<file path="config.mk">
export PLATFORM = sky130hd
export DESIGN_NAME = reader_writer_lock_manager_core
export DESIGN_NICKNAME = d
export VERILOG_FILES = /design/src/rwlm_pkg.sv /design/src/rwlm_ram.sv /design/src/rwlm_ctrl.sv /design/src/rwlm_dpath.sv /design/src/reader_writer_lock_manager_core.sv
export SDC_FILE = /design/constraint.sdc
export NUM_CORES = 1
export LEC_CHECK = 0
export CAP_MARGIN = 40
export CORE_MARGIN = 4
export CORE_UTILIZATION = 61
export CTS_CLUSTER_SIZE = 14
export DETAILED_ROUTE_END_ITERATION = 10
export DONT_BUFFER_PORTS = 1
export GPL_TIMING_DRIVEN = 0
export PLACE_DENSITY = 0.81
export SYNTH_ARGS = -nofsm -noshare
export SYNTH_HDL_FRONTEND = slang
export SYNTH_SLANG_ARGS = --single-unit
export TNS_END_PERCENT = 50
</file>
<file path="constraint.sdc">
create_clock -name clk_i -period 4.8 [get_ports clk_i]
set_clock_uncertainty 0.1 [all_clocks]
set_input_delay 0 -clock clk_i [delete_from_list [all_inputs] [get_ports clk_i]]
set_output_delay 0 -clock clk_i [all_outputs]
set_load 0.01 [all_outputs]
</file>
<file path="src/rwlm_pkg.sv">
// rwlm_pkg: shared types and codes of the reader-writer lock manager
// holds request/response payload structs and the controller/datapath link
// no dependencies
`timescale 1ns / 1ps

package rwlm_pkg;

  localparam int unsigned TaskW = 8;
  localparam int unsigned HoldW = 9;

  // request commands
  typedef enum logic [1:0] {
    CMD_READ    = 2'd0,
    CMD_WRITE   = 2'd1,
    CMD_RELEASE = 2'd2,
    CMD_UNUSED  = 2'd3
  } cmd_e;

  // response status codes
  localparam logic [2:0] ST_GRANTED  = 3'd0;
  localparam logic [2:0] ST_QUEUED   = 3'd1;
  localparam logic [2:0] ST_WOKEN    = 3'd2;
  localparam logic [2:0] ST_NONE     = 3'd3;
  localparam logic [2:0] ST_FULL     = 3'd4;
  localparam logic [2:0] ST_NOHOLDER = 3'd5;

  typedef struct packed {
    logic [1:0]       cmd;
    logic [TaskW-1:0] task_id;
  } req_t;

  typedef struct packed {
    logic [2:0]       status;
    logic [TaskW-1:0] granted_task;
    logic             grant_is_writer;
    logic [HoldW-1:0] readers_holding;
    logic             writer_holding;
    logic             last;
  } rsp_t;

  // controller to datapath
  typedef struct packed {
    logic latch;    // capture the request
    logic execute;  // apply the decision, load a single result
    logic emit;     // load one woken task and pop its queue
  } ctl_cmd_t;

  // datapath to controller
  typedef struct packed {
    logic no_op;     // unused command
    logic wake;      // hand-off to a queue
    logic more;      // further readers left after this pop
    logic out_free;  // response register can be loaded
  } ctl_sts_t;

endpackage

</file>
<file path="src/rwlm_ram.sv">
// rwlm_ram: generic single write, single read memory with registered read
// no dependencies
`timescale 1ns / 1ps

module rwlm_ram #(
  parameter int unsigned WIDTH = 8,
  parameter int unsigned DEPTH = 16
) (
  input  logic                     clk_i,
  input  logic                     we_i,
  input  logic [$clog2(DEPTH)-1:0] waddr_i,
  input  logic [WIDTH-1:0]         wdata_i,
  input  logic [$clog2(DEPTH)-1:0] raddr_i,
  output logic [WIDTH-1:0]         rdata_o
);

  logic [WIDTH-1:0] mem_q [DEPTH];
  logic [WIDTH-1:0] rdata_q;

  always_ff @(posedge clk_i) begin
    if (we_i) begin
      mem_q[waddr_i] <= wdata_i;
    end
    rdata_q <= mem_q[raddr_i];
  end

  assign rdata_o = rdata_q;

endmodule

</file>
<file path="src/rwlm_ctrl.sv">
// rwlm_ctrl: sequencer of the lock manager
// depends on rwlm_pkg
`timescale 1ns / 1ps

module rwlm_ctrl
  import rwlm_pkg::*;
(
  input  logic     clk_i,
  input  logic     rst_ni,
  input  logic     req_valid_i,
  output logic     req_ready_o,
  input  ctl_sts_t sts_i,
  output ctl_cmd_t cmd_o
);

  typedef enum logic [1:0] {
    S_IDLE,
    S_DECIDE,
    S_READ,
    S_EMIT
  } state_e;

  state_e state_q, state_d;

  always_comb begin
    state_d       = state_q;
    cmd_o.latch   = 1'b0;
    cmd_o.execute = 1'b0;
    cmd_o.emit    = 1'b0;
    case (state_q)
      S_IDLE: begin
        if (req_valid_i) begin
          cmd_o.latch = 1'b1;
          state_d     = S_DECIDE;
        end
      end
      S_DECIDE: begin
        if (sts_i.no_op) begin
          state_d = S_IDLE;
        end else if (sts_i.out_free) begin
          cmd_o.execute = 1'b1;
          state_d       = sts_i.wake ? S_READ : S_IDLE;
        end
      end
      // queue head address is on the ram this cycle
      S_READ: begin
        state_d = S_EMIT;
      end
      S_EMIT: begin
        if (sts_i.out_free) begin
          cmd_o.emit = 1'b1;
          state_d    = sts_i.more ? S_READ : S_IDLE;
        end
      end
      default: begin
        state_d = S_IDLE;
      end
    endcase
  end

  always_ff @(posedge clk_i or negedge rst_ni) begin
    if (!rst_ni) begin
      state_q <= S_IDLE;
    end else begin
      state_q <= state_d;
    end
  end

  assign req_ready_o = (state_q == S_IDLE);

endmodule

</file>
<file path="src/rwlm_dpath.sv">
// rwlm_dpath: lock state, wait queues and response register
// depends on rwlm_pkg and rwlm_ram
`timescale 1ns / 1ps

module rwlm_dpath
  import rwlm_pkg::*;
#(
  parameter int unsigned QUEUE_DEPTH   = 16,
  parameter int unsigned TASK_ID_WIDTH = 8
) (
  input  logic     clk_i,
  input  logic     rst_ni,
  input  logic     cfg_we_i,
  input  logic     cfg_wdata_i,
  input  req_t     req_i,
  input  ctl_cmd_t cmd_i,
  output ctl_sts_t sts_o,
  output logic     rsp_valid_o,
  input  logic     rsp_ready_i,
  output rsp_t     rsp_o
);

  localparam int unsigned PtrW = $clog2(QUEUE_DEPTH);
  localparam int unsigned CntW = $clog2(QUEUE_DEPTH + 1);
  localparam int unsigned IdW  = TASK_ID_WIDTH;

  localparam logic [PtrW-1:0] PtrLast = PtrW'(QUEUE_DEPTH - 1);
  localparam logic [CntW-1:0] CntFull = CntW'(QUEUE_DEPTH);
  localparam logic [CntW-1:0] CntOne  = CntW'(1);

  // lock state
  logic             writer_first_q;
  logic             wh_q, wh_n;
  logic [HoldW-1:0] rh_q, rh_n;
  logic [PtrW-1:0]  rhead_q, whead_q;
  logic [CntW-1:0]  rcnt_q, wcnt_q;
  logic             wake_wr_q;

  // captured request
  cmd_e             req_cmd_q;
  logic [IdW-1:0]   req_id_q;

  // response register
  logic             out_valid_q;
  rsp_t             out_q;

  // id width conversion
  logic [IdW+TaskW-1:0] id_in_ext, id_out_ext, id_rd_ext, id_wr_ext;
  logic [IdW-1:0]       rdata_r, rdata_w;

  assign id_in_ext  = {{IdW{1'b0}}, req_i.task_id};
  assign id_out_ext = {{TaskW{1'b0}}, req_id_q};
  assign id_rd_ext  = {{TaskW{1'b0}}, rdata_r};
  assign id_wr_ext  = {{TaskW{1'b0}}, rdata_w};

  // decision
  logic       rfull, wfull, has_holder, pick_wr;
  logic       push_r, push_w, wake_wr, wake_rd, single, no_op;
  logic [2:0] st;
  logic       wr_flag;
  logic [HoldW-1:0] after_r;

  assign rfull      = (rcnt_q == CntFull);
  assign wfull      = (wcnt_q == CntFull);
  assign has_holder = wh_q || (rh_q != '0);
  assign after_r    = wh_q ? rh_q : rh_q - HoldW'(1);
  assign pick_wr    = (writer_first_q && (wcnt_q != '0)) || (rcnt_q == '0);

  always_comb begin
    wh_n    = wh_q;
    rh_n    = rh_q;
    push_r  = 1'b0;
    push_w  = 1'b0;
    wake_wr = 1'b0;
    wake_rd = 1'b0;
    single  = 1'b1;
    no_op   = 1'b0;
    st      = ST_NONE;
    wr_flag = 1'b0;
    case (req_cmd_q)
      CMD_READ: begin
        // top bit of the holder count marks saturation
        if (!wh_q && !rh_q[HoldW-1] && (!writer_first_q || (wcnt_q == '0))) begin
          rh_n = rh_q + HoldW'(1);
          st   = ST_GRANTED;
        end else if (!rfull) begin
          push_r = 1'b1;
          st     = ST_QUEUED;
        end else begin
          st = ST_FULL;
        end
      end
      CMD_WRITE: begin
        wr_flag = 1'b1;
        if (!wh_q && (rh_q == '0)) begin
          wh_n = 1'b1;
          st   = ST_GRANTED;
        end else if (!wfull) begin
          push_w = 1'b1;
          st     = ST_QUEUED;
        end else begin
          st = ST_FULL;
        end
      end
      CMD_RELEASE: begin
        if (!has_holder) begin
          st = ST_NOHOLDER;
        end else begin
          wh_n = 1'b0;
          rh_n = after_r;
          if (after_r != '0) begin
            st = ST_NONE;
          end else if (pick_wr) begin
            if (wcnt_q != '0) begin
              wh_n    = 1'b1;
              wake_wr = 1'b1;
              single  = 1'b0;
            end else begin
              st = ST_NONE;
            end
          end else begin
            // every waiting reader becomes a holder
            rh_n    = HoldW'(rcnt_q);
            wake_rd = 1'b1;
            single  = 1'b0;
          end
        end
      end
      default: begin
        single = 1'b0;
        no_op  = 1'b1;
      end
    endcase
  end

  // queue addressing
  logic [CntW:0]   rsum, wsum;
  logic [PtrW-1:0] rtail, wtail;
  logic [PtrW-1:0] rhead_inc, whead_inc;
  logic            pop_r, pop_w;

  assign rsum  = {1'b0, CntW'(rhead_q)} + {1'b0, rcnt_q};
  assign wsum  = {1'b0, CntW'(whead_q)} + {1'b0, wcnt_q};
  assign rtail = (rsum >= (CntW+1)'(QUEUE_DEPTH)) ?
                 PtrW'(rsum - (CntW+1)'(QUEUE_DEPTH)) : PtrW'(rsum);
  assign wtail = (wsum >= (CntW+1)'(QUEUE_DEPTH)) ?
                 PtrW'(wsum - (CntW+1)'(QUEUE_DEPTH)) : PtrW'(wsum);
  assign rhead_inc = (rhead_q == PtrLast) ? '0 : rhead_q + PtrW'(1);
  assign whead_inc = (whead_q == PtrLast) ? '0 : whead_q + PtrW'(1);
  assign pop_r     = cmd_i.emit && !wake_wr_q;
  assign pop_w     = cmd_i.emit && wake_wr_q;

  rwlm_ram #(
    .WIDTH (IdW),
    .DEPTH (QUEUE_DEPTH)
  ) u_rd_queue (
    .clk_i   (clk_i),
    .we_i    (cmd_i.execute && push_r),
    .waddr_i (rtail),
    .wdata_i (req_id_q),
    .raddr_i (rhead_q),
    .rdata_o (rdata_r)
  );

  rwlm_ram #(
    .WIDTH (IdW),
    .DEPTH (QUEUE_DEPTH)
  ) u_wr_queue (
    .clk_i   (clk_i),
    .we_i    (cmd_i.execute && push_w),
    .waddr_i (wtail),
    .wdata_i (req_id_q),
    .raddr_i (whead_q),
    .rdata_o (rdata_w)
  );

  // control state
  always_ff @(posedge clk_i or negedge rst_ni) begin
    if (!rst_ni) begin
      writer_first_q <= 1'b0;
      wh_q           <= 1'b0;
      rh_q           <= '0;
      rhead_q        <= '0;
      whead_q        <= '0;
      rcnt_q         <= '0;
      wcnt_q         <= '0;
      wake_wr_q      <= 1'b0;
      req_cmd_q      <= CMD_UNUSED;
      out_valid_q    <= 1'b0;
    end else begin
      if (cfg_we_i) begin
        writer_first_q <= cfg_wdata_i;
      end
      if (cmd_i.latch) begin
        req_cmd_q <= cmd_e'(req_i.cmd);
      end
      if (cmd_i.execute) begin
        wh_q      <= wh_n;
        rh_q      <= rh_n;
        wake_wr_q <= wake_wr;
        if (push_r) begin
          rcnt_q <= rcnt_q + CntW'(1);
        end
        if (push_w) begin
          wcnt_q <= wcnt_q + CntW'(1);
        end
      end
      if (pop_r) begin
        rhead_q <= rhead_inc;
        rcnt_q  <= rcnt_q - CntW'(1);
      end
      if (pop_w) begin
        whead_q <= whead_inc;
        wcnt_q  <= wcnt_q - CntW'(1);
      end
      if ((cmd_i.execute && single) || cmd_i.emit) begin
        out_valid_q <= 1'b1;
      end else if (rsp_ready_i) begin
        out_valid_q <= 1'b0;
      end
    end
  end

  // payload registers
  always_ff @(posedge clk_i) begin
    if (cmd_i.latch) begin
      req_id_q <= id_in_ext[IdW-1:0];
    end
    if (cmd_i.execute && single) begin
      out_q.status          <= st;
      out_q.granted_task    <= id_out_ext[TaskW-1:0];
      out_q.grant_is_writer <= wr_flag && (st != ST_NONE) && (st != ST_NOHOLDER);
      out_q.readers_holding <= rh_n;
      out_q.writer_holding  <= wh_n;
      out_q.last            <= 1'b1;
    end else if (cmd_i.emit) begin
      out_q.status          <= ST_WOKEN;
      out_q.granted_task    <= wake_wr_q ? id_wr_ext[TaskW-1:0] : id_rd_ext[TaskW-1:0];
      out_q.grant_is_writer <= wake_wr_q;
      out_q.readers_holding <= rh_q;
      out_q.writer_holding  <= wh_q;
      out_q.last            <= wake_wr_q || (rcnt_q == CntOne);
    end
  end

  assign sts_o.no_op    = no_op;
  assign sts_o.wake     = wake_wr || wake_rd;
  assign sts_o.more     = !wake_wr_q && (rcnt_q > CntOne);
  assign sts_o.out_free = !out_valid_q || rsp_ready_i;

  assign rsp_valid_o = out_valid_q;
  assign rsp_o       = out_q;

endmodule

</file>
<file path="src/reader_writer_lock_manager_core.sv">
// reader_writer_lock_manager_core: top level of the hardware reader-writer lock
// depends on rwlm_pkg, rwlm_ctrl, rwlm_dpath (and rwlm_ram below it)
//
//   channel | direction | handshake                | payload
//   --------+-----------+--------------------------+----------------------------
//   req     | in        | req_valid_i / req_ready_o | req_i  (cmd, task_id)
//   rsp     | out       | rsp_valid_o / rsp_ready_i | rsp_o  (status .. last)
//   cfg     | in        | cfg_we_i, no wait         | cfg_wdata_i (writer_first)
//
// a request is taken only while the sequencer is idle; after a grant, queue, refuse
// or plain release the sequencer goes from decide back to idle for the next request
// a hand-off passes through the queue read and emit states for each woken task, as
// the queue ram read is registered; all waiting readers, up to QUEUE_DEPTH, may be woken
// a stalled response holds the sequencer until the result register frees up
// reset clears holders and both queue counts; queue ram contents are not cleared
`timescale 1ns / 1ps

module reader_writer_lock_manager_core
  import rwlm_pkg::*;
#(
  parameter int unsigned QUEUE_DEPTH   = 16,
  parameter int unsigned TASK_ID_WIDTH = 8
) (
  input  logic clk_i,
  input  logic rst_ni,
  // configuration write, writer_first bit
  input  logic cfg_we_i,
  input  logic cfg_wdata_i,
  // request channel
  input  logic req_valid_i,
  output logic req_ready_o,
  input  req_t req_i,
  // response channel
  output logic rsp_valid_o,
  input  logic rsp_ready_i,
  output rsp_t rsp_o
);

  // command and status link between sequencer and datapath
  ctl_cmd_t ctl_cmd;
  ctl_sts_t ctl_sts;

  // sequencer: idle, decide, queue read, emit woken task
  rwlm_ctrl u_ctrl (
    .clk_i       (clk_i),
    .rst_ni      (rst_ni),
    .req_valid_i (req_valid_i),
    .req_ready_o (req_ready_o),
    .sts_i       (ctl_sts),
    .cmd_o       (ctl_cmd)
  );

  // holder counts, the two wait queues and the response register
  rwlm_dpath #(
    .QUEUE_DEPTH   (QUEUE_DEPTH),
    .TASK_ID_WIDTH (TASK_ID_WIDTH)
  ) u_dpath (
    .clk_i       (clk_i),
    .rst_ni      (rst_ni),
    .cfg_we_i    (cfg_we_i),
    .cfg_wdata_i (cfg_wdata_i),
    .req_i       (req_i),
    .cmd_i       (ctl_cmd),
    .sts_o       (ctl_sts),
    .rsp_valid_o (rsp_valid_o),
    .rsp_ready_i (rsp_ready_i),
    .rsp_o       (rsp_o)
  );

endmodule
</file>
# Word-level counts from Yosys, hierarchy flattened

Memory sizes are Yosys's and may differ from the RTL's. A register that Yosys moved wholly into a read port is not among the register bits.
Cells that the tools add are included.

Add/subtract/negate cells: 12
$mul: 0
Div/mod/pow operators: 0
Magnitude comparators: 3
Equality and inequality tests: 15
Shift-type cells: 0
Muxes and demuxes: 68
Bitwise gates (word level): 0
Reduce and logical (&&, ||, !) cells: 43

Operators by type and width:

| operator              | number |
|---|---|
| $mux W23              | 2 |
| $mux W9               | 5 |
| $mux W1               | 34 |
| $mux W5               | 6 |
| $pmux W9 S2           | 1 |
| $reduce_bool A9 Y1    | 2 |
| $mux W4               | 4 |
| $mux W3               | 5 |
| $add A4 B5 Y6         | 2 |
| $ge A6 B5 Y1 const B  | 2 |
| $logic_and A1 B1 Y1   | 12 |
| $mux W2               | 6 |
| $reduce_bool A2 Y1    | 6 |
| $add A5 B1 Y5 const B | 2 |
| $eq A5 B5 Y1 const B  | 2 |
| $logic_not A5 Y1      | 2 |
| $sub A5 B1 Y5 const B | 2 |
| $add A9 B1 Y9 const B | 1 |
| $logic_not A9 Y1      | 1 |
| $pmux W3 S3           | 1 |
| $sub A9 B1 Y9 const B | 1 |
| $add A4 B1 Y4 const B | 2 |
| $eq A4 B4 Y1 const B  | 2 |
| $mux W8               | 1 |
| 18 further kinds      | 37 |

Bits in registers: 66
Bits in latches: 0
Bits in writable memories: 256
ROM bits: 0
Output and inout bits: 25
Memories kept: 2

Memory list:

| name                     | words | width | rd ports | clocked after Yosys merged registers in | write ports | RTL line       | RTL |
|---|---|---|---|---|---|---|---|
| u_dpath.u_rd_queue.mem_q | 16    | 8     | 1        | 1                                       | 1           | rwlm_ram.sv:17 | `logic [WIDTH-1:0] mem_q [DEPTH];` |
| u_dpath.u_wr_queue.mem_q | 16    | 8     | 1        | 1                                       | 1           | rwlm_ram.sv:17 |  |

# Depth between registers and ports, before layout

Gate-level depths: netlist of the first run.

Word-level depth: 12
Mapped depth: 11

# By module

Synthesis of the first run repeated with hierarchy kept, for this count alone.

Cells, all modules: 897
Area, all modules: 14528.9 sq um

Modules (own cells, without submodules):

| module     | instances | cells each | area each (sq um) |
|---|---|---|---|
| rwlm_ram   | 2         | 229        | 5147.4 |
| rwlm_dpath | 1         | 425        | 4103.9 |
| rwlm_ctrl  | 1         | 14         | 130.1 |

# Worst setup path after synthesis of the first run

OpenSTA, ideal clock, no wires.

Kind: register -> register
Start: reg u_dpath.whead_q[1]
End: mem u_dpath.u_wr_queue.mem_q[10][0], enable pin
Setup time: 0.370 ns
Arrival time: 2.494 ns
Data required time: 4.330 ns
Slack: 1.835 ns
Cell stages (with the launch flop): 7
Period minus slack after synthesis: 2.965 ns
Cells stage by stage: dfrtp_1 > clkbuf_1 > buf_1 > inv_1 > fa_1 > or3b_1 > nor2_1

Longest elaborated chain between the ends: 3
Elaborated cells on any way between the ends: 4
Classes of those cells: add/sub (2); order compare (1); mux (1)

RTL lines:

| item                                                 | RTL line                             | RTL |
|---|---|---|
| start, declared                                      | rwlm_dpath.sv:35                     | `logic [PtrW-1:0] rhead_q, whead_q;` |
| start signal, assigned                               | rwlm_dpath.sv:213                    | `whead_q <= whead_inc;` |
| $add A4 B5 Y6 (*)                                    | rwlm_dpath.sv:143                    | `assign wsum = {1'b0, CntW'(whead_q)} + {1'b0, wcnt_q};` |
| $ge A6 B5 Y1 / $sub A4 B1 Y4 (equally long branches) | rwlm_dpath.sv:146, rwlm_dpath.sv:147 |  |
| $mux W4 (*)                                          | rwlm_dpath.sv:146                    | `assign wtail = (wsum >= (CntW+1)'(QUEUE_DEPTH)) ?` |
| end, declared                                        | rwlm_ram.sv:17                       |  |

Mark *: on every way between the ends. The rest lies on a longest branch, timed or not.

# Worst setup path in the final report of the first run

Start: reg u_dpath.whead_q[1]
End: mem u_dpath.u_wr_queue.mem_q[2][3], enable pin

The elaborated chain is that of the path after synthesis.

==> summary.md, run 1 <==
| Metric | Value |
|---|---|
| Result of the run | `completed` |
| FMAX | `approximately 250 MHz` |
| Layout area overhead | `14.0%` |
| IR drop worst, VDD | `355 uV` |
| Share of layout cells above drive strength 1 | `0.150` |
| Post-synth ARST share | `0.104` |
| Synthesized flop and latch total | `approximately 340` |
| Critical path arrival | `roughly 4.0 ns` |
| Kind of cell adding the most delay to the critical path | `buffers and inverters` |
| Worst slack, placed | `approximately 0.9 ns` |
| Yosys warnings | `0` |
| Area contributors post-synth | `edfxtp_1 58%, dfrtp_1 5.6%, mux4_2 4.9%, mux2i_1 4.2%, dfxtp_1 2.3%` |
| RSZ-0062 raised after global routing | `no` |
| Mean area per synthesized cell | `about 15 sq um` |
| Worst Hold Class | `in -> reg` |
| Fin crit period | `3.93 ns` |
| Top-area cell type share of the netlist area | `0.584` |
| Initial antenna violation count | `0` |
| CP startpoint kind | `flip-flop` |
| Final Worst Setup Slack | `~0.87 ns` |
| Syn nets | `1024` |
| Clock Tree Root | `clkbuf_16` |
| Ant. Diodes | `0` |
| Gpl congestion | `0.948` |
| Clock tree sinks | `338` |
| Final hold vios | `0` |
| Largest net degree at the start of global routing | `34` |
| Port Buffers | `0` |
| Vias in the first global route | `approximately 9000` |
| Total of max-cap violations | `0` |
| Top_reg_cell synth | `edfxtp_1` |
| I/O pin total | `slightly above 40` |
| DRT iter0 DRCs | `approximately 1200` |
| First-pass GRT wire length | `~52000 microns` |
| First-pass iteration count of the detailed router | `6` |
| Setup TNS | `0 ns` |
| Period utilisation layout | `0.818` |
| Slew headroom | `0.449` |
| Nets | `around 1100` |
| Crit path buf inv count | `3` |
| Mean routed wirelength per cell | `between 20 and 25 microns` |
| Post-cts repair resize count | `0` |
| DRT Wirelength | `between 30000 and 40000 microns` |
| Worst slew pin tran | `around 0.83 ns` |
| Mapped cell area | `approximately 0.015 sq mm` |
| PwrDens | `roughly 530 mW/mm^2` |
| WS Path Type | `reg -> reg` |
| Slowest CP cell | `nor2_1` |
| Max incr delay on CP | `0.65 ns` |
| Die Area | `~0.027 sq mm` |
| CTS buffer count | `35` |
| H-tree Lvls | `2` |
| Sequential fraction of the synthesis area | `0.667` |
| Clock latency on the worst-skew pair | `0.53 ns` |
| # fillers | `~1500` |
| Clock slew at reported path FFs | `0.06 ns` |
| Final Slew Violations | `0` |
| CTS tree | `yes` |
| Post-synth EDFFs | `between 200 and 300` |
| Vias/cell | `between 6 and 7` |
| Critical-path cell list | `clkbuf_1 -> buf_1 -> inv_1 -> fa_1 -> or3b_1 -> nor2_1` |
| Total gr overflow | `0` |
| Setup crit end kind | `flip-flop` |
| Crit Path Max Fanout | `10` |
| Leak | `between 5 and 6 nW` |
| Synth unique cells | `slightly above 80` |
| Site Rows | `56` |
| Core area | `~0.024 sq mm` |
| Via count | `roughly 9000` |
| Commonest non-fill, non-tap cell in the layout | `edfxtp_1` |
| Multi-input logic area | `between 0.004 and 0.005 sq mm` |
| GR Util All Layers | `0.261` |
| Most frequent cells in the layout | `286 x edfxtp_1, 69 x nand2_1, 62 x mux2i_1` |
| Die X | `between 150 and 200 microns` |
| Post-synth top area cell | `edfxtp_1` |
| Worst EP required | `a little under 5 ns` |
| Syn Inst Count | `between 900 and 1000` |
| Die Ht | `~160 microns` |
| DRC Markers | `0` |
| Final ANT Viol Nets | `0` |
| Clock Path Buffers | `3` |
| Initial Utilization | `0.623` |
| Register area | `between 0.009 and 0.01 sq mm` |
| Post-DP HPWL | `around 23000 microns` |
| Final Setup Violations | `0` |
[state kept, by name (all words and copies together), names as in the netlist]
name	flops
u_dpath.rh_q	9
u_dpath.rsp_valid_o	1
u_dpath.u_wr_queue.mem_q	128
u_dpath.rcnt_q	5
u_dpath.req_id_q	8
u_dpath.wake_wr_q	1
u_dpath.whead_q	4
u_dpath.u_wr_queue.rdata_o	8
u_dpath.rsp_o	23
u_dpath.u_rd_queue.rdata_o	8
u_dpath.rhead_q	4
u_dpath.req_cmd_q	2
u_dpath.wcnt_q	5
u_dpath.wh_q	1
u_ctrl.state_q	2
u_dpath.writer_first_q	1
u_dpath.u_rd_queue.mem_q	128
[cell usage after synthesis (8+ instances only)]
cell type  number
a221oi_1       16
xnor2_1        21
nand2_1        69
nand3_1        14
inv_1          17
buf_2          18
clkbuf_1       29
dfxtp_1        17
o21ai_0        50
a22oi_1        23
ha_1           21
edfxtp_1      286
a21oi_1        36
nor2_1         60
and3_1          8
mux2i_1        62
mux4_2         32
dfrtp_1        33
mux2_2         18
nor3_1         11
xor2_1          8
[final timing paths]
path | from | end | slack [ns] | depth (start not counted)
worst max-delay path | u_dpath.whead_q[1] | u_dpath.u_wr_queue.mem_q[2][3] | 0.87 | 6
worst min-delay path | req_i[4] | u_dpath.req_id_q[4] | 0.01 | 1
worst max register to register | u_dpath.whead_q[1] | u_dpath.u_wr_queue.mem_q[2][3] | 0.87 | 6
worst min register to register | u_dpath.rcnt_q[4] | u_dpath.rcnt_q[4] | 0.46 | 1
max in group asynchronous | rst_ni | u_dpath.rh_q[3] | 3.90 | 4
min in group asynchronous | rst_ni | u_dpath.rh_q[5] | 0.50 | 4
[report_power, final]
group          switching, mW  total [mW]  internal, mW
sequential             0.295        3.95          3.65
combinational           1.47        2.31         0.834
clock                   1.11        2.69          1.57
[metrics by stage]
stage                     area (sq um)  total power [mW]  cells  hold WS, ns   util
after floorplan                  14700              5.48    984       -0.396      -
after global placement           15100              6.04   1303       -0.395  0.639
after detailed placement         15300              6.19   1312       -0.394  0.648
after CTS                        16700              8.91   1401      0.00584  0.709
after global routing             16800              9.31   1404      0.00788  0.710
final                            16800              8.94   1404       0.0111  0.710
[layer usage]
layer / global-route usage / share of wire / vias to the layer above
met4: 0.0991 / 0.041 / 0
met2: 0.425 / 0.49 / 511
met3: 0.0575 / 0.092 / 97
met1: 0.351 / 0.38 / 4455
li1: - / - / 3977
met5: 0 / 0 / -
[what timing repair did]
action | CTS | global route
hold buffers | 26 | 1
hold endpoints to repair | 49 | 10
setup buffers | 0 | 0
setup endpoints to repair | 0 | 0
[cell families after synthesis]
logic type                 after synthesis  share of synthesized area
xor gates and xnor gates                29                     0.0173
and+or+nand+nor                        216                     0.0763
buffers and inverters                   74                     0.0222
muxes                                  113                      0.106
adders and majority gates               24                     0.0220
AOI/OAI and AO/OA                      190                     0.0894
DFF                                    338                      0.667
[final cells by class]
class / count / share of cell area
inverters: 19 / 0.00426
repair buffers: 38 / 0.0308
clock inverters: 20 / 0.0141
plain buffers: 55 / 0.0152
clock buffers: 43 / 0.0541
multi-input cells: 572 / 0.273
flip-flops and latches: 338 / 0.585
well taps: 319 / 0.0238
(Power assumes the default switching activity.)
==> inputs of run 2 (changes only) <==
--- a/config.mk
+++ b/config.mk
@@ -5,14 +5,15 @@
 export SDC_FILE = /design/constraint.sdc
 export NUM_CORES = 1
 export LEC_CHECK = 0
+export ABC_AREA = 1
 export CAP_MARGIN = 40
 export CORE_MARGIN = 4
-export CORE_UTILIZATION = 61
+export CORE_UTILIZATION = 57
 export CTS_CLUSTER_SIZE = 14
 export DETAILED_ROUTE_END_ITERATION = 10
 export DONT_BUFFER_PORTS = 1
 export GPL_TIMING_DRIVEN = 0
-export PLACE_DENSITY = 0.81
+export PLACE_DENSITY = 0.79
 export SYNTH_ARGS = -nofsm -noshare
 export SYNTH_HDL_FRONTEND = slang
 export SYNTH_SLANG_ARGS = --single-unit
==> constraint.sdc (replaced) <==
create_clock -name clk_i -period 3.3 [get_ports clk_i]
set_clock_uncertainty 0.1 [all_clocks]
set_input_delay 0 -clock clk_i [delete_from_list [all_inputs] [get_ports clk_i]]
set_output_delay 0 -clock clk_i [all_outputs]
set_load 0.01 [all_outputs]
==> run 2 against run 1 <==
Die area rose by 5.2%. Area after synthesis is 1.5% lower. Register-to-register slack lost 0.78 ns. Wire length rose by 8.7%. Final area down 1.0%. Sequential power increased by 52%. Critical path depth grew 5. Cell count up 21%. First-iteration DRC count rose by 34%. Combinational power increased by 100%. Largest cell class unchanged. Highest routed layer unchanged.
==> summary.md, run 2 <==
| Metric | Value |
|---|---|
| Clock Path Buffers | `3 (unchanged)` |
| Synthesized flop and latch total | `338 (unchanged)` |
| Top-area cell type share of the netlist area | `0.593 (+0.00878)` |
| Final core occ | `0.661 (-0.0490)` |
| Total gr overflow | `0 (unchanged)` |
| Nets | `1385 (+26%)` |
| Max incr delay on CP | `0.71 ns (+0.06 ns)` |
| Total of max-cap violations | `0 (unchanged)` |
| Final ANT Viol Nets | `0 (unchanged)` |
| Via count | `10400 (+15%)` |
| Period utilisation layout | `0.971 (+0.153)` |
| Worst EP required | `3.34 ns (-1.50 ns)` |
| Clock tree sinks | `338 (unchanged)` |
| DRC Markers | `0 (unchanged)` |
| Leak | `5.98 nW (+7.0%)` |
| Syn nets | `1315 (+28%)` |
| Clock slew at reported path FFs | `0.06 ns (about the same)` |
| CTS buffer count | `36 (+2.9%)` |
| RSZ-0062 raised after global routing | `yes` |
| Sequential fraction of the synthesis area | `0.677 (+0.0100)` |
| Crit Path Max Fanout | `8 (-2)` |
| Slowest CP cell | `nor2_1` |
| Top-count cell post-synth | `edfxtp_1` |
| Worst Hold Class | `in -> reg` |
| Vias in the first global route | `10100 (+12%)` |
| PwrDens | `874 mW/mm^2 (+64%)` |
| Vias/cell | `6.10 (-5.2%)` |
| Final Slew Violations | `0 (unchanged)` |
| Post-DP HPWL | `25200 microns (+11%)` |
| Commonest non-fill, non-tap cell in the layout | `edfxtp_1` |
| Port Buffers | `0 (unchanged)` |
| Result of the run | `completed` |
| Post-synth EDFFs | `286 (unchanged)` |
| Ant. Diodes | `0 (unchanged)` |
| Slew headroom | `0.432 (-0.0179)` |
| Mean area per synthesized cell | `11.4 sq um (-24%)` |
| Mean routed wirelength per cell | `22.0 microns (-10%)` |
| IR drop worst, VDD | `912 uV (+160%)` |
| Most numerous cell on the critical path | `inv_1` |
| Syn Inst Count | `1275 (+30%)` |
| Largest net degree at the start of global routing | `34 (unchanged)` |
| Total chip power | `14.5 mW (+62%)` |
| Initial Utilization | `0.577 (-0.0458)` |
| Top_reg_cell synth | `edfxtp_1` |
| Crit path buf inv count | `4 (+1)` |
| Final hold vios | `0 (unchanged)` |
| Post-synth top area cell | `edfxtp_1` |
| GR Util All Layers | `0.263 (+0.00176)` |
| Post-synth ARST share | `0.104 (unchanged)` |
| Setup crit end kind | `flip-flop` |
| Share of layout cells above drive strength 1 | `0.0876 (-0.0626)` |
| First-pass GRT wire length | `57300 microns (+9.4%)` |
| Setup TNS | `0 ns (unchanged)` |
| Site Rows | `58 (+3.6%)` |
| DRT Wirelength | `37400 microns (+8.7%)` |
| Clock Tree Root | `clkbuf_16` |
| Mapped cell area | `0.0145 sq mm (-1.5%)` |
| Core area | `0.0251 sq mm (+6.3%)` |
| Die Area | `0.0280 sq mm (+5.2%)` |
| H-tree Lvls | `2 (unchanged)` |
| Die X | `167 microns (+2.5%)` |
| Most frequent cells in the layout | `286 x edfxtp_1, 266 x nand2_1, 112 x o21ai_0` |
| Area contributors post-synth | `edfxtp_1 59%, nand2_1 6.9%, dfrtp_1 5.7%, o21ai_0 3.9%, nor2_1 3.2%` |
| Critical-path cell list | `inv_1 -> ha_1 -> inv_1 -> nor3_1 -> inv_1 -> nor2_1 -> nor2_1 -> nand2_1 -> inv_1 -> nand3_1 -> nor2_1` |
| CTS tree | `yes` |
| FMAX | `312 MHz (+23%)` |
| I/O pin total | `41 (unchanged)` |
| Clock latency on the worst-skew pair | `0.52 ns (about the same)` |
| DRT iter0 DRCs | `1589 (+34%)` |
| Synth unique cells | `46 (-44%)` |
| Yosys warnings | `0 (unchanged)` |
| Initial antenna violation count | `1 (+1)` |
| Kind of cell adding the most delay to the critical path | `simple AND/OR/NAND/NOR gates` |
| WS Path Type | `reg -> reg` |
| Die Ht | `167 microns (+2.5%)` |
| CP startpoint kind | `flip-flop` |
| Layout area overhead | `14.6%` |
| First-pass iteration count of the detailed router | `5 (-1)` |
| Critical path arrival | `3.25 ns (-0.72 ns)` |
| Total setup buffers inserted after CTS | `0 (unchanged)` |
| Fin crit period | `3.21 ns (-0.722 ns)` |
| Final Setup Violations | `0 (unchanged)` |
| Gpl congestion | `0.959 (+1.1%)` |
| Synth top cells by count | `286 x edfxtp_1, 266 x nand2_1, 124 x nor2_1, 112 x o21ai_0, 82 x nand3_1` |
| Worst slew pin tran | `0.850 ns (+0.0237 ns)` |
[run 2: worst paths after layout]
kind	startpoint	end	slack (ns)	cells after the start
max	u_dpath.rcnt_q[0]	u_dpath.u_rd_queue.mem_q[9][7]	0.09	11
min	req_i[0]	u_dpath.req_id_q[0]	0.02	1
max reg2reg	u_dpath.rcnt_q[0]	u_dpath.u_rd_queue.mem_q[9][7]	0.09	11
min reg2reg	u_dpath.wcnt_q[4]	u_dpath.wcnt_q[4]	0.43	1
max in group asynchronous	rst_ni	u_dpath.rhead_q[3]	2.34	4
min in group asynchronous	rst_ni	u_dpath.req_cmd_q[0]	0.55	3
[run 2: repair_timing]
action / CTS / global route
resized for setup: 15 / 19
hold buffers: 22 / 1
endpoints found under the hold margin: 60 / 1
endpoints found under the setup margin: 128 / 194
[run 2: logic make-up after synthesis]
kind of cell / count (synthesis) / share of synthesized area
flip-flops: 338 / 0.677
buffers and inverters: 127 / 0.0354
AO/OA/AOI/OAI: 243 / 0.0981
adder cells (fa/ha/maj): 24 / 0.0223
XOR/XNOR: 17 / 0.0103
AND/OR/NAND/NOR: 525 / 0.156
multiplexers: 1 / 0.000777
[run 2: metrics by stage]
| stage | hold slack, ns | cells | cell area (sq um) | worst slack (ns) |
|---|---|---|---|---|
| after CTS | 0.00639 | 1699 | 16500 | -0.0854 |
| after global placement | -0.395 | 1605 | 14900 | -0.180 |
| after detailed placement | -0.394 | 1614 | 15100 | -0.240 |
| final | 0.0170 | 1700 | 16600 | 0.0950 |
| after global routing | 0.00731 | 1700 | 16600 | -0.0956 |
| after floorplan | -0.396 | 1275 | 14500 | 0.621 |
[run 2: layer usage]
layer  wire [microns]  track usage
met1            14800        0.366
met2            17500        0.417
met3             3730       0.0557
met4             1380       0.0935
met5                0            0
[run 2: area by class of cell]
| class | count | area (sq um) |
|---|---|---|
| clock buffer | 46 | 990 |
| tap | 330 | 413 |
| fill | 1774 | 8520 |
| inverter | 75 | 284 |
| buffer | 51 | 228 |
| timing repair buffer | 33 | 480 |
| multi-input combinational | 810 | 4270 |
| clock inverter | 17 | 121 |
| sequential | 338 | 9810 |
[run 2: where the power goes]
group / switching [mW] / internal, mW
clock network: 1.60 / 2.20
logic: 3.37 / 1.34
registers: 0.556 / 5.44
[run 2: worst register-to-register path: cells and delay by family (launching register included)]
kind	cells	cell delay, ns
adder cells (fa/ha/maj)	1	0.22
flip-flops	1	0.50
AND/OR/NAND/NOR	6	1.54
buffers and inverters	4	0.47
